### src/hdl/dpfh_pkg.sv
package dpfh_pkg;

  localparam int MANT_BITS = 30;
  localparam int TEMP_W    = 14;
  localparam int HUM_W     = 14;
  localparam int DP_W      = 15;

  localparam logic [29:0] LN2_Q30 = 30'd744261118;
  localparam int DP_HIGH = 8000;
  localparam int DP_LOW  = -12000;

  typedef enum logic [1:0] {
    ST_OK      = 2'd0,
    ST_INVALID = 2'd1,
    ST_SAT     = 2'd2
  } status_e;

  typedef enum logic [3:0] {
    BK_IDLE,
    BK_LOG,
    BK_DIFF,
    BK_MUL0,
    BK_MUL1,
    BK_BPREP,
    BK_BSTART,
    BK_BDIV,
    BK_TPREP,
    BK_TSTART,
    BK_TDIV,
    BK_WB
  } bstate_e;

  // one classified item waiting for the back end
  typedef struct packed {
    logic signed [TEMP_W-1:0] temp;
    logic                     hzero;
    logic [3:0]               k;
    logic [MANT_BITS:0]       mant;
  } job_t;

  // log2(h) with f fraction bits, by repeated squaring; elaboration only
  function automatic longint log2_const(input int h, input int f);
    longint unsigned m;
    longint          frac;
    int              k;
    k    = 0;
    frac = 0;
    for (int j = 0; j < 31; j++) begin
      if ((h >> (j + 1)) != 0) begin
        k = j + 1;
      end
    end
    m = longint'(h) << (MANT_BITS - k);
    for (int i = 0; i < f; i++) begin
      m    = (m * m) >> MANT_BITS;
      frac = frac << 1;
      if (m >= (64'd2 << MANT_BITS)) begin
        frac = frac | 1;
        m    = m >> 1;
      end
    end
    return longint'(k) * (longint'(1) << f) + frac;
  endfunction

endpackage

### src/hdl/dpfh_front.sv
module dpfh_front import dpfh_pkg::*; (
  input  logic        s_tvalid_i,
  output logic        s_tready_o,
  input  logic [31:0] s_tdata_i,
  input  logic        full_i,
  output logic        push_o,
  output job_t        job_o
);

  logic [HUM_W-1:0] hum;
  logic [3:0]       k;

  assign hum = s_tdata_i[TEMP_W+HUM_W-1:TEMP_W];

  // leading one position
  always_comb begin
    k = 4'd0;
    for (int i = 0; i < HUM_W; i++) begin
      if (hum[i]) begin
        k = 4'(i);
      end
    end
  end

  assign s_tready_o = !full_i;
  assign push_o     = s_tvalid_i && !full_i;

  always_comb begin
    job_o.temp  = $signed(s_tdata_i[TEMP_W-1:0]);
    job_o.hzero = (hum == '0);
    job_o.k     = k;
    // mantissa in [1,2) with MANT_BITS fraction bits
    job_o.mant  = (MANT_BITS+1)'(hum) << (5'd30 - {1'b0, k});
  end

endmodule

### src/hdl/dpfh_queue.sv
module dpfh_queue import dpfh_pkg::*; (
  input  logic clk_i,
  input  logic rst_ni,
  input  logic push_i,
  input  job_t job_i,
  output logic full_o,
  input  logic pop_i,
  output logic valid_o,
  output job_t job_o
);

  job_t       mem_q [2];
  logic       wr_q, rd_q;
  logic [1:0] cnt_q;
  logic       do_pop;

  assign full_o  = (cnt_q == 2'd2);
  assign valid_o = (cnt_q != 2'd0);
  assign job_o   = mem_q[rd_q];
  assign do_pop  = pop_i && valid_o;

  always_ff @(posedge clk_i) begin
    if (push_i) begin
      mem_q[wr_q] <= job_i;
    end
  end

  always_ff @(posedge clk_i or negedge rst_ni) begin
    if (!rst_ni) begin
      wr_q  <= 1'b0;
      rd_q  <= 1'b0;
      cnt_q <= 2'd0;
    end else begin
      if (push_i) begin
        wr_q <= !wr_q;
      end
      if (do_pop) begin
        rd_q <= !rd_q;
      end
      if (push_i && !do_pop) begin
        cnt_q <= cnt_q + 2'd1;
      end else if (do_pop && !push_i) begin
        cnt_q <= cnt_q - 2'd1;
      end
    end
  end

endmodule

### src/hdl/dpfh_div.sv
module dpfh_div #(
  parameter int NW = 46,
  parameter int DW = 25
) (
  input  logic          clk_i,
  input  logic          rst_ni,
  input  logic          start_i,
  input  logic [NW-1:0] num_i,
  input  logic [DW-1:0] den_i,
  output logic          done_o,
  output logic [NW-1:0] quot_o
);

  localparam int CW = $clog2(NW);

  logic          busy_q, done_q;
  logic [CW-1:0] cnt_q;
  logic [DW-1:0] rem_q, den_q;
  logic [NW-1:0] quo_q;
  logic [DW:0]   r2, diff;
  logic          ge;

  // restoring division, one quotient bit per cycle
  assign r2   = {rem_q, quo_q[NW-1]};
  assign diff = r2 - {1'b0, den_q};
  assign ge   = (r2 >= {1'b0, den_q});

  assign done_o = done_q;
  assign quot_o = quo_q;

  always_ff @(posedge clk_i) begin
    if (start_i) begin
      rem_q <= '0;
      quo_q <= num_i;
      den_q <= den_i;
    end else if (busy_q) begin
      rem_q <= ge ? diff[DW-1:0] : r2[DW-1:0];
      quo_q <= {quo_q[NW-2:0], ge};
    end
  end

  always_ff @(posedge clk_i or negedge rst_ni) begin
    if (!rst_ni) begin
      busy_q <= 1'b0;
      done_q <= 1'b0;
      cnt_q  <= '0;
    end else begin
      done_q <= 1'b0;
      if (start_i) begin
        busy_q <= 1'b1;
        cnt_q  <= '0;
      end else if (busy_q) begin
        if (cnt_q == CW'(NW - 1)) begin
          busy_q <= 1'b0;
          done_q <= 1'b1;
        end else begin
          cnt_q <= cnt_q + 1'b1;
        end
      end
    end
  end

endmodule

### src/hdl/dpfh_back.sv
module dpfh_back import dpfh_pkg::*; #(
  parameter int FRAC_BITS = 16
) (
  input  logic              clk_i,
  input  logic              rst_ni,
  input  logic              job_valid_i,
  input  job_t              job_i,
  output logic              pop_o,
  output logic              m_tvalid_o,
  input  logic              m_tready_i,
  output logic [DP_W-1:0]   dewpoint_o,
  output status_e           status_o
);

  localparam int F   = FRAC_BITS;
  localparam int LW  = F + 4;
  localparam int AW  = F + 35;
  localparam int NW  = F + 30;
  localparam int DW  = (F + 6 > 25) ? F + 6 : 25;
  localparam int SW  = F + 7;
  localparam int CW  = $clog2(F + 1);
  localparam logic [LW-1:0] L10K   = LW'(log2_const(10000, FRAC_BITS));
  localparam logic signed [SW-1:0] BETA_Q = SW'(141) <<< (F - 3);

  bstate_e state_q, state_d;

  job_t                   job_q;
  logic [MANT_BITS:0]     m_q;
  logic [F-1:0]           frac_q;
  logic [CW-1:0]          cnt_q;
  logic [LW-1:0]          dmag_q;
  logic                   dneg_q;
  logic [AW-1:0]          acc_q;
  logic signed [SW-1:0]   a_q, s_q, den_q;
  logic [SW-1:0]          smag_q;
  logic                   sneg_q;
  logic [27:0]            pb_q;
  logic [24:0]            db_q;
  logic signed [DP_W-1:0] res_q;
  status_e                rst_q;
  logic                   ov_q;
  logic [DP_W-1:0]        odp_q;
  status_e                ost_q;

  logic [61:0]            sq;
  logic [31:0]            ms;
  logic [LW:0]            dsum;
  logic [AW-31:0]         amag;
  logic [TEMP_W-1:0]      tmag;
  logic [14:0]            tden;
  logic                   div_start, div_done;
  logic [NW-1:0]          div_num, div_quot;
  logic [DW-1:0]          div_den;
  logic signed [SW-1:0]   bval;
  logic                   out_free;

  assign sq   = 62'(m_q) * 62'(m_q);
  assign ms   = sq[61:30];
  assign dsum = {1'b0, job_q.k, frac_q} - {1'b0, L10K};
  assign amag = (AW-30)'((acc_q + AW'(64'd1 << 29)) >> 30);
  assign tmag = job_q.temp[TEMP_W-1] ? TEMP_W'(-job_q.temp) : TEMP_W'(job_q.temp);
  assign tden = 15'(16'sd24304 + 16'(job_q.temp));
  assign bval = job_q.temp[TEMP_W-1] ? -SW'(div_quot) : SW'(div_quot);
  assign out_free = !ov_q || m_tready_i;

  assign pop_o      = (state_q == BK_IDLE) && job_valid_i;
  assign m_tvalid_o = ov_q;
  assign dewpoint_o = odp_q;
  assign status_o   = ost_q;

  always_comb begin
    div_start = 1'b0;
    div_num   = (NW'(pb_q) << F) + NW'(db_q >> 1);
    div_den   = DW'(db_q);
    if (state_q == BK_BSTART) begin
      div_start = 1'b1;
    end else if (state_q == BK_TSTART) begin
      div_num   = NW'(smag_q * 15'd24304) + NW'(den_q >>> 1);
      div_den   = DW'(den_q);
      div_start = !(den_q[SW-1] || den_q == '0);
    end
  end

  dpfh_div #(.NW(NW), .DW(DW)) u_div (
    .clk_i,
    .rst_ni,
    .start_i (div_start),
    .num_i   (div_num),
    .den_i   (div_den),
    .done_o  (div_done),
    .quot_o  (div_quot)
  );

  always_comb begin
    state_d = state_q;
    unique case (state_q)
      BK_IDLE: begin
        if (job_valid_i) begin
          state_d = job_i.hzero ? BK_WB : BK_LOG;
        end
      end
      BK_LOG: begin
        if (cnt_q == CW'(F - 1)) begin
          state_d = BK_DIFF;
        end
      end
      BK_DIFF:   state_d = BK_MUL0;
      BK_MUL0:   state_d = BK_MUL1;
      BK_MUL1:   state_d = BK_BPREP;
      BK_BPREP:  state_d = BK_BSTART;
      BK_BSTART: state_d = BK_BDIV;
      BK_BDIV: begin
        if (div_done) begin
          state_d = BK_TPREP;
        end
      end
      BK_TPREP:  state_d = BK_TSTART;
      BK_TSTART: state_d = div_start ? BK_TDIV : BK_WB;
      BK_TDIV: begin
        if (div_done) begin
          state_d = BK_WB;
        end
      end
      BK_WB: begin
        if (out_free) begin
          state_d = BK_IDLE;
        end
      end
      default: state_d = BK_IDLE;
    endcase
  end

  always_ff @(posedge clk_i or negedge rst_ni) begin
    if (!rst_ni) begin
      state_q <= BK_IDLE;
      ov_q    <= 1'b0;
    end else begin
      state_q <= state_d;
      if (state_q == BK_WB && out_free) begin
        ov_q <= 1'b1;
      end else if (m_tready_i) begin
        ov_q <= 1'b0;
      end
    end
  end

  always_ff @(posedge clk_i) begin
    case (state_q)
      BK_IDLE: begin
        job_q  <= job_i;
        m_q    <= job_i.mant;
        frac_q <= '0;
        cnt_q  <= '0;
        res_q  <= '0;
        rst_q  <= ST_INVALID;
      end
      BK_LOG: begin
        m_q    <= ms[31] ? ms[31:1] : ms[30:0];
        frac_q <= {frac_q[F-2:0], ms[31]};
        cnt_q  <= cnt_q + 1'b1;
      end
      BK_DIFF: begin
        dneg_q <= dsum[LW];
        dmag_q <= dsum[LW] ? LW'(-dsum) : dsum[LW-1:0];
      end
      BK_MUL0: acc_q <= AW'(dmag_q * LN2_Q30[14:0]);
      BK_MUL1: acc_q <= acc_q + (AW'(dmag_q * LN2_Q30[29:15]) << 15);
      BK_BPREP: begin
        a_q  <= dneg_q ? -SW'(amag) : SW'(amag);
        pb_q <= 28'(tmag * 15'd17625);
        db_q <= 25'(tden * 10'd1000);
      end
      BK_BDIV: begin
        if (div_done) begin
          s_q <= a_q + bval;
        end
      end
      BK_TPREP: begin
        den_q  <= BETA_Q - s_q;
        sneg_q <= s_q[SW-1];
        smag_q <= s_q[SW-1] ? SW'(-s_q) : SW'(s_q);
      end
      BK_TSTART: begin
        // denominator never goes non-positive for legal inputs; saturate high
        res_q <= DP_W'(DP_HIGH);
        rst_q <= ST_SAT;
      end
      BK_TDIV: begin
        if (div_done) begin
          if (!sneg_q) begin
            if (div_quot > NW'(DP_HIGH)) begin
              res_q <= DP_W'(DP_HIGH);
              rst_q <= ST_SAT;
            end else begin
              res_q <= DP_W'(div_quot);
              rst_q <= ST_OK;
            end
          end else begin
            if (div_quot > NW'(-DP_LOW)) begin
              res_q <= DP_W'(DP_LOW);
              rst_q <= ST_SAT;
            end else begin
              res_q <= -DP_W'(div_quot);
              rst_q <= ST_OK;
            end
          end
        end
      end
      BK_WB: begin
        if (out_free) begin
          odp_q <= res_q;
          ost_q <= rst_q;
        end
      end
      default: ;
    endcase
  end

endmodule

### src/hdl/dewpoint_from_humidity.sv
// Dew point from air temperature and relative humidity (revised Magnus form).
// Input stream: s_axis_tdata_i carries temperature (signed, 0.01 C) in bits
// 13:0 and humidity (0.01 %) in bits 27:14. Output stream: m_axis_tdata_o
// carries the dew point (signed, 0.01 C, clamped to -120.00..80.00) in bits
// 14:0, and m_axis_tuser_o the status: ok, humidity zero, or saturated.
// A front end classifies each item (zero check, leading-one normalization)
// and writes it to a two-entry queue, so the input keeps accepting while
// the back end works. The back end runs the log2 squaring loop and then
// one shared bit-serial divider, first for b and then, unless the
// denominator is non-positive, for the final quotient; a zero-humidity
// item skips both. Results leave through an output register; while the
// receiver stalls the back end holds a finished result, the queue fills,
// and then s_axis_tready_o drops. Reset empties the queue and drops
// m_axis_tvalid_o.
module dewpoint_from_humidity import dpfh_pkg::*; #(
  parameter int FRAC_BITS = 16
) (
  input  logic        clk_i,
  input  logic        rst_ni,
  input  logic        s_axis_tvalid_i,
  output logic        s_axis_tready_o,
  input  logic [31:0] s_axis_tdata_i,   // [13:0] temperature, [27:14] humidity
  output logic        m_axis_tvalid_o,
  input  logic        m_axis_tready_i,
  output logic [15:0] m_axis_tdata_o,   // [14:0] dewpoint
  output logic [1:0]  m_axis_tuser_o    // [1:0] status
);

  logic            push, full, pop, qvalid;
  job_t            fjob, qjob;
  logic [DP_W-1:0] dp;
  status_e         st;

  dpfh_front u_front (
    .s_tvalid_i (s_axis_tvalid_i),
    .s_tready_o (s_axis_tready_o),
    .s_tdata_i  (s_axis_tdata_i),
    .full_i     (full),
    .push_o     (push),
    .job_o      (fjob)
  );

  dpfh_queue u_queue (
    .clk_i,
    .rst_ni,
    .push_i  (push),
    .job_i   (fjob),
    .full_o  (full),
    .pop_i   (pop),
    .valid_o (qvalid),
    .job_o   (qjob)
  );

  dpfh_back #(.FRAC_BITS(FRAC_BITS)) u_back (
    .clk_i,
    .rst_ni,
    .job_valid_i (qvalid),
    .job_i       (qjob),
    .pop_o       (pop),
    .m_tvalid_o  (m_axis_tvalid_o),
    .m_tready_i  (m_axis_tready_i),
    .dewpoint_o  (dp),
    .status_o    (st)
  );

  assign m_axis_tdata_o = {1'b0, dp};
  assign m_axis_tuser_o = st;

  a_invalid_zero: assert property (@(posedge clk_i) disable iff (!rst_ni)
    m_axis_tvalid_o && m_axis_tuser_o == ST_INVALID |-> m_axis_tdata_o == 16'd0)
    else $error("invalid status with nonzero dew point");

  a_in_range: assert property (@(posedge clk_i) disable iff (!rst_ni)
    m_axis_tvalid_o |-> $signed(m_axis_tdata_o[14:0]) <= 15'sd8000 &&
                        $signed(m_axis_tdata_o[14:0]) >= -15'sd12000)
    else $error("dew point out of range");

  a_sat_edge: assert property (@(posedge clk_i) disable iff (!rst_ni)
    m_axis_tvalid_o && m_axis_tuser_o == ST_SAT |->
      $signed(m_axis_tdata_o[14:0]) == 15'sd8000 ||
      $signed(m_axis_tdata_o[14:0]) == -15'sd12000)
    else $error("saturated status without clamped value");

endmodule

### config.mk
export PLATFORM = sky130hd
export DESIGN_NAME = dewpoint_from_humidity
export DESIGN_NICKNAME = d
export VERILOG_FILES = /design/src/hdl/dpfh_pkg.sv /design/src/hdl/dpfh_front.sv /design/src/hdl/dpfh_queue.sv /design/src/hdl/dpfh_div.sv /design/src/hdl/dpfh_back.sv /design/src/hdl/dewpoint_from_humidity.sv
export SDC_FILE = /design/constraint.sdc
export NUM_CORES = 2
export LEC_CHECK = 0
export CAP_MARGIN = 20
export CORE_AREA = 2 2 361 720
export CTS_BUF_LIST = sky130_fd_sc_hd__clkbuf_8
export CTS_CLUSTER_DIAMETER = 80
export DETAILED_ROUTE_END_ITERATION = 8
export DIE_AREA = 0 0 363 722
export DONT_BUFFER_PORTS = 1
export GPL_TIMING_DRIVEN = 0
export PLACE_DENSITY = 0.51
export SYNTH_ARGS = -nofsm -noshare
export SYNTH_HDL_FRONTEND = slang
export SYNTH_SLANG_ARGS = --single-unit
### constraint.sdc
create_clock -name clk_i -period 10.5 [get_ports clk_i]
set_clock_uncertainty 0.15 [all_clocks]
set_input_delay 1.05 -clock clk_i [delete_from_list [all_inputs] [get_ports clk_i]]
set_output_delay 1.05 -clock clk_i [all_outputs]
set_load 0.1 [all_outputs]
==> impl_metrics.env <==
export IMPL_crit_path_start="u_back.m_q[3]"
export IMPL_fmax_ghz=0.0982
export IMPL_r2r_start="u_back.m_q[3]"
export IMPL_netlist_area_mm2=0.0766
export IMPL_synthCells=7783
export IMPL_hpwl_um=206000
export IMPL_path_clk_slew_ps=60
export IMPL_fin_crit_sh=0.970
export IMPL_cp_endpoint="u_back.m_q[0]"
export IMPL_fillers=26300
export IMPL_clock_root_buffer="clkbuf_8"
export IMPL_gr_max_usage_layer="met2"
export IMPL_yosysWarnings=0
export IMPL_async_flop_share=0.0330
export IMPL_slew_violations=0
export IMPL_die_x_um=363
export IMPL_cts_buffers=86
export IMPL_antenna_found_initial=10
export IMPL_final_area_mm2=0.0836
export IMPL_grt_overflow=0
export IMPL_final_cells=11300
export IMPL_endpoint_kind="register"
export IMPL_grt_util_met3=0.0188
export IMPL_p_leak_nw=40.1
export IMPL_r2r_cells=30
export IMPL_crit_type="register to register"
export IMPL_ys_flop_type="edfxtp_1"
export IMPL_synth_cell_types=91
export IMPL_viasPerCell=4.87
export IMPL_grt_pass1_vias=60800
export IMPL_crit_arrival_ps=10510
export IMPL_r2r_slack_ps=320
export IMPL_reg2reg_to="u_back.m_q[0]"
export IMPL_grt_use_met1=0.173
export IMPL_die_h_um=722
export IMPL_drc=0
export IMPL_cp_slowest_cell="edfxtp_1"
export IMPL_ant_nets=0
export IMPL_core_area_mm2=0.256
export IMPL_max_stage_delay_ps=650
export IMPL_dpl_cell_area_mm2=0.0813
export IMPL_grt_start_max_net_pins=35
export IMPL_clockBufferDepth=3
export IMPL_rows=263
export IMPL_place_congestion=0.934
export IMPL_hold_violations=0
export IMPL_yosysSeqAreaShare=0.197
export IMPL_synth_area_leaders="fa_1 31%, edfxtp_1 19%, ha_1 14%"
export IMPL_fp_dieArea_mm2=0.262
export IMPL_worst_slew_pin_slew_ps=1190
export IMPL_peakVddDrop_v=0.0000780
export IMPL_drt_total_wl_um=242000
export IMPL_ioPinCount=56
export IMPL_vias=55200
export IMPL_start_util=0.299
export IMPL_yosys_area_top_type="fa_1"
export IMPL_outcome="finished clean"
export IMPL_clkSinkCount=515
export IMPL_setup_violations=0
export IMPL_powerDensity_mw_per_mm2=53.9
export IMPL_synth_edf_count=473
export IMPL_rsz0062_at_grt="no"
export IMPL_grt_use_met2=0.360
export IMPL_place_inst=11100
export IMPL_relSlewSlack=0.204
export IMPL_drv_cap=0
export IMPL_ys_ff_latch=515
export IMPL_crit_required_ps=10820
export IMPL_wire_per_inst_um=21.3
export IMPL_cts_max_level=3
export IMPL_area_growth_pct=9.08
export IMPL_layout_nets=10000
export IMPL_cp_start_kind="register"
export IMPL_hp_class="input port to register"
export IMPL_cts_tree="built"
export IMPL_io_buffers=0
export IMPL_synth_avg_cell_area_um2=9.85
export IMPL_clock_latency_ps=780
export IMPL_cp_common_cell="fa_1"
export IMPL_fin_util=0.326
export IMPL_drive_above_1_share=0.0443
export IMPL_track_usage=0.186
export IMPL_period_needed_ps=10180
export IMPL_drt_iter0_drc=2831
export IMPL_grt_pass1_wl_um=364000
export IMPL_synth_top_area_frac=0.311
export IMPL_path_max_fanout=10
export IMPL_dr_pass1_iters=7
worst min path at each step:
stage | start | endpoint | slack [ps] | cells past startpoint
after floorplan | u_back.res_q[0] | u_back.dewpoint_o[0] | 250 | 0
after global placement | u_back.res_q[0] | u_back.dewpoint_o[0] | 260 | 0
after detailed placement | u_back.res_q[11] | u_back.dewpoint_o[11] | 250 | 0
after CTS | s_axis_tdata_i[10] | u_queue.mem_q[1][46] | 100 | 0
after global routing | s_axis_tdata_i[10] | u_queue.mem_q[1][46] | 150 | 0
final | s_axis_tdata_i[10] | u_queue.mem_q[1][46] | 210 | 0
layout by cell type, fill, tap and decap left out, types with 20 or more instances in the layout:
| cell type | instances |
|---|---|
| nand2b_1 | 45 |
| edfxtp_1 | 473 |
| nand3_1 | 85 |
| clkinv_1 | 23 |
| xnor2_1 | 318 |
| a211oi_1 | 42 |
| nor2_1 | 360 |
| buf_4 | 36 |
| o31ai_1 | 29 |
| a21o_1 | 131 |
| nor3_1 | 83 |
| nor2b_1 | 51 |
| mux2i_1 | 71 |
| clkbuf_2 | 47 |
| xor2_1 | 122 |
| a21boi_0 | 20 |
| a31oi_1 | 40 |
| mux2_2 | 27 |
| dfxtp_1 | 25 |
| o21bai_1 | 46 |
| o21a_1 | 43 |
| clkbuf_1 | 139 |
| or2_2 | 23 |
| o21ai_0 | 228 |
| ha_1 | 859 |
| nand4_1 | 44 |
| nor4_1 | 24 |
| fa_1 | 1190 |
| or3_1 | 35 |
| and3_1 | 37 |
| nand2_1 | 579 |
| a21oi_1 | 303 |
| inv_1 | 1786 |
| clkbuf_8 | 87 |
| and2_1 | 219 |
critical path: cells and delay by family, from the launching register on:
| family | cells | cell delay [ps] |
|---|---|---|
| xor+xnor | 1 | 320 |
| flops | 1 | 650 |
| compound gates | 7 | 1720 |
| mux | 1 | 240 |
| simple gates | 3 | 670 |
| fa+ha+maj | 9 | 4240 |
| buf+inv | 9 | 1870 |
final cells by class:
cell class,count,area [um2],area share
tap,3312,4140,0.0496
buffer,211,905,0.0108
sequential,515,15100,0.181
multi-input combinational,5292,54200,0.648
inverter,1769,6640,0.0794
clock buffer,87,1200,0.0143
timing repair buffer,69,822,0.00983
antenna,12,30.0,0.000359
clock inverter,72,554,0.00663
state kept, by name, summed over array words and instances (netlist names), 2 cells and up:
| name | flops |
|---|---|
| u_back.a_q | 23 |
| u_back.acc_q | 36 |
| u_back.cnt_q | 5 |
| u_back.db_q | 21 |
| u_back.den_q | 22 |
| u_back.dewpoint_o | 15 |
| u_back.dmag_q | 20 |
| u_back.frac_q | 16 |
| u_back.job_q | 18 |
| u_back.m_q | 31 |
| u_back.pb_q | 28 |
| u_back.res_q | 15 |
| u_back.rst_q | 2 |
| u_back.s_q | 23 |
| u_back.smag_q | 23 |
| u_back.state_q | 4 |
| u_back.status_o | 2 |
| u_back.u_div.cnt_q | 6 |
| u_back.u_div.den_q | 25 |
| u_back.u_div.quot_o | 46 |
| u_back.u_div.rem_q | 25 |
| u_queue.cnt_q | 2 |
| u_queue.mem_q | 100 |
where the power goes:
part           total [W]  switching, W  internal [W]  leakage (nW)
Clock            0.00189      0.000921      0.000965         0.969
Combinational   0.000251      0.000165     0.0000863          34.4
Sequential       0.00237     0.0000250       0.00234          4.68
Total            0.00451       0.00111       0.00339          40.1
cells in the mapped netlist (9+ instances only):
| library cell | number |
|---|---|
| a21boi_0 | 20 |
| nand2_1 | 580 |
| or3_1 | 35 |
| nor2_1 | 365 |
| or3_4 | 10 |
| a211oi_1 | 43 |
| mux2_2 | 27 |
| nand3_1 | 85 |
| a21oi_1 | 305 |
| nor2b_1 | 51 |
| a211o_1 | 9 |
| xnor2_1 | 318 |
| nor4_1 | 26 |
| dfrtp_1 | 17 |
| and3_1 | 38 |
| o31ai_1 | 29 |
| a21o_1 | 131 |
| o21ai_0 | 228 |
| xor2_1 | 122 |
| or2_2 | 23 |
| o211ai_1 | 19 |
| a221oi_1 | 17 |
| nor3_1 | 89 |
| o2111ai_1 | 10 |
| and2_1 | 219 |
| buf_1 | 10 |
| o21bai_1 | 46 |
| mux2i_1 | 71 |
| ha_1 | 859 |
| clkbuf_1 | 194 |
| fa_1 | 1190 |
| o21a_1 | 43 |
| edfxtp_1 | 473 |
| nand2b_1 | 45 |
| o22ai_1 | 15 |
| inv_1 | 1765 |
| dfxtp_1 | 25 |
| nand4_1 | 44 |
| a31oi_1 | 41 |
| and4_1 | 9 |
| o221ai_1 | 9 |
logic make-up after synthesis:
group                    synth area share
AND/OR/NAND/NOR                     0.103
buffers and inverters              0.0975
other                           0.0000489
XOR/XNOR                           0.0505
AO/OA/AOI/OAI                      0.0866
flip-flops                          0.197
multiplexers                       0.0141
adder cells (fa/ha/maj)             0.451
metrics by stage:
step / power [W] / TNS, ps / hold WS [ps] / setup WS [ps]
3_3_place_gp: 0.00264 / -38920 / 258 / -1610
5_1_grt: 0.00467 / 0 / 150 / 51.1
4_1_cts: 0.00458 / 0 / 103 / 32.9
3_5_place_dp: 0.00266 / -27510 / 255 / -1290
6_report: 0.00451 / 0 / 215 / 317
2_1_floorplan: 0.00256 / 0 / 250 / 1990
layer usage:
metal  part of all wire  routed length (um)
met5            0.00025                  61
met4              0.099               24000
met3              0.037                8910
met2               0.55              133000
met1               0.31               75700
timing repair:
item / 4_1_cts / 5_1_grt
hold buffers: 2 / 0
pin swaps: 0 / 1
gates resized for setup: 52 / 24
setup endpoints to repair: 32 / 28
buffers inserted: 26 / 4
hold endpoints to repair: 17 / 0
Power figures use the tool's default switching activity.
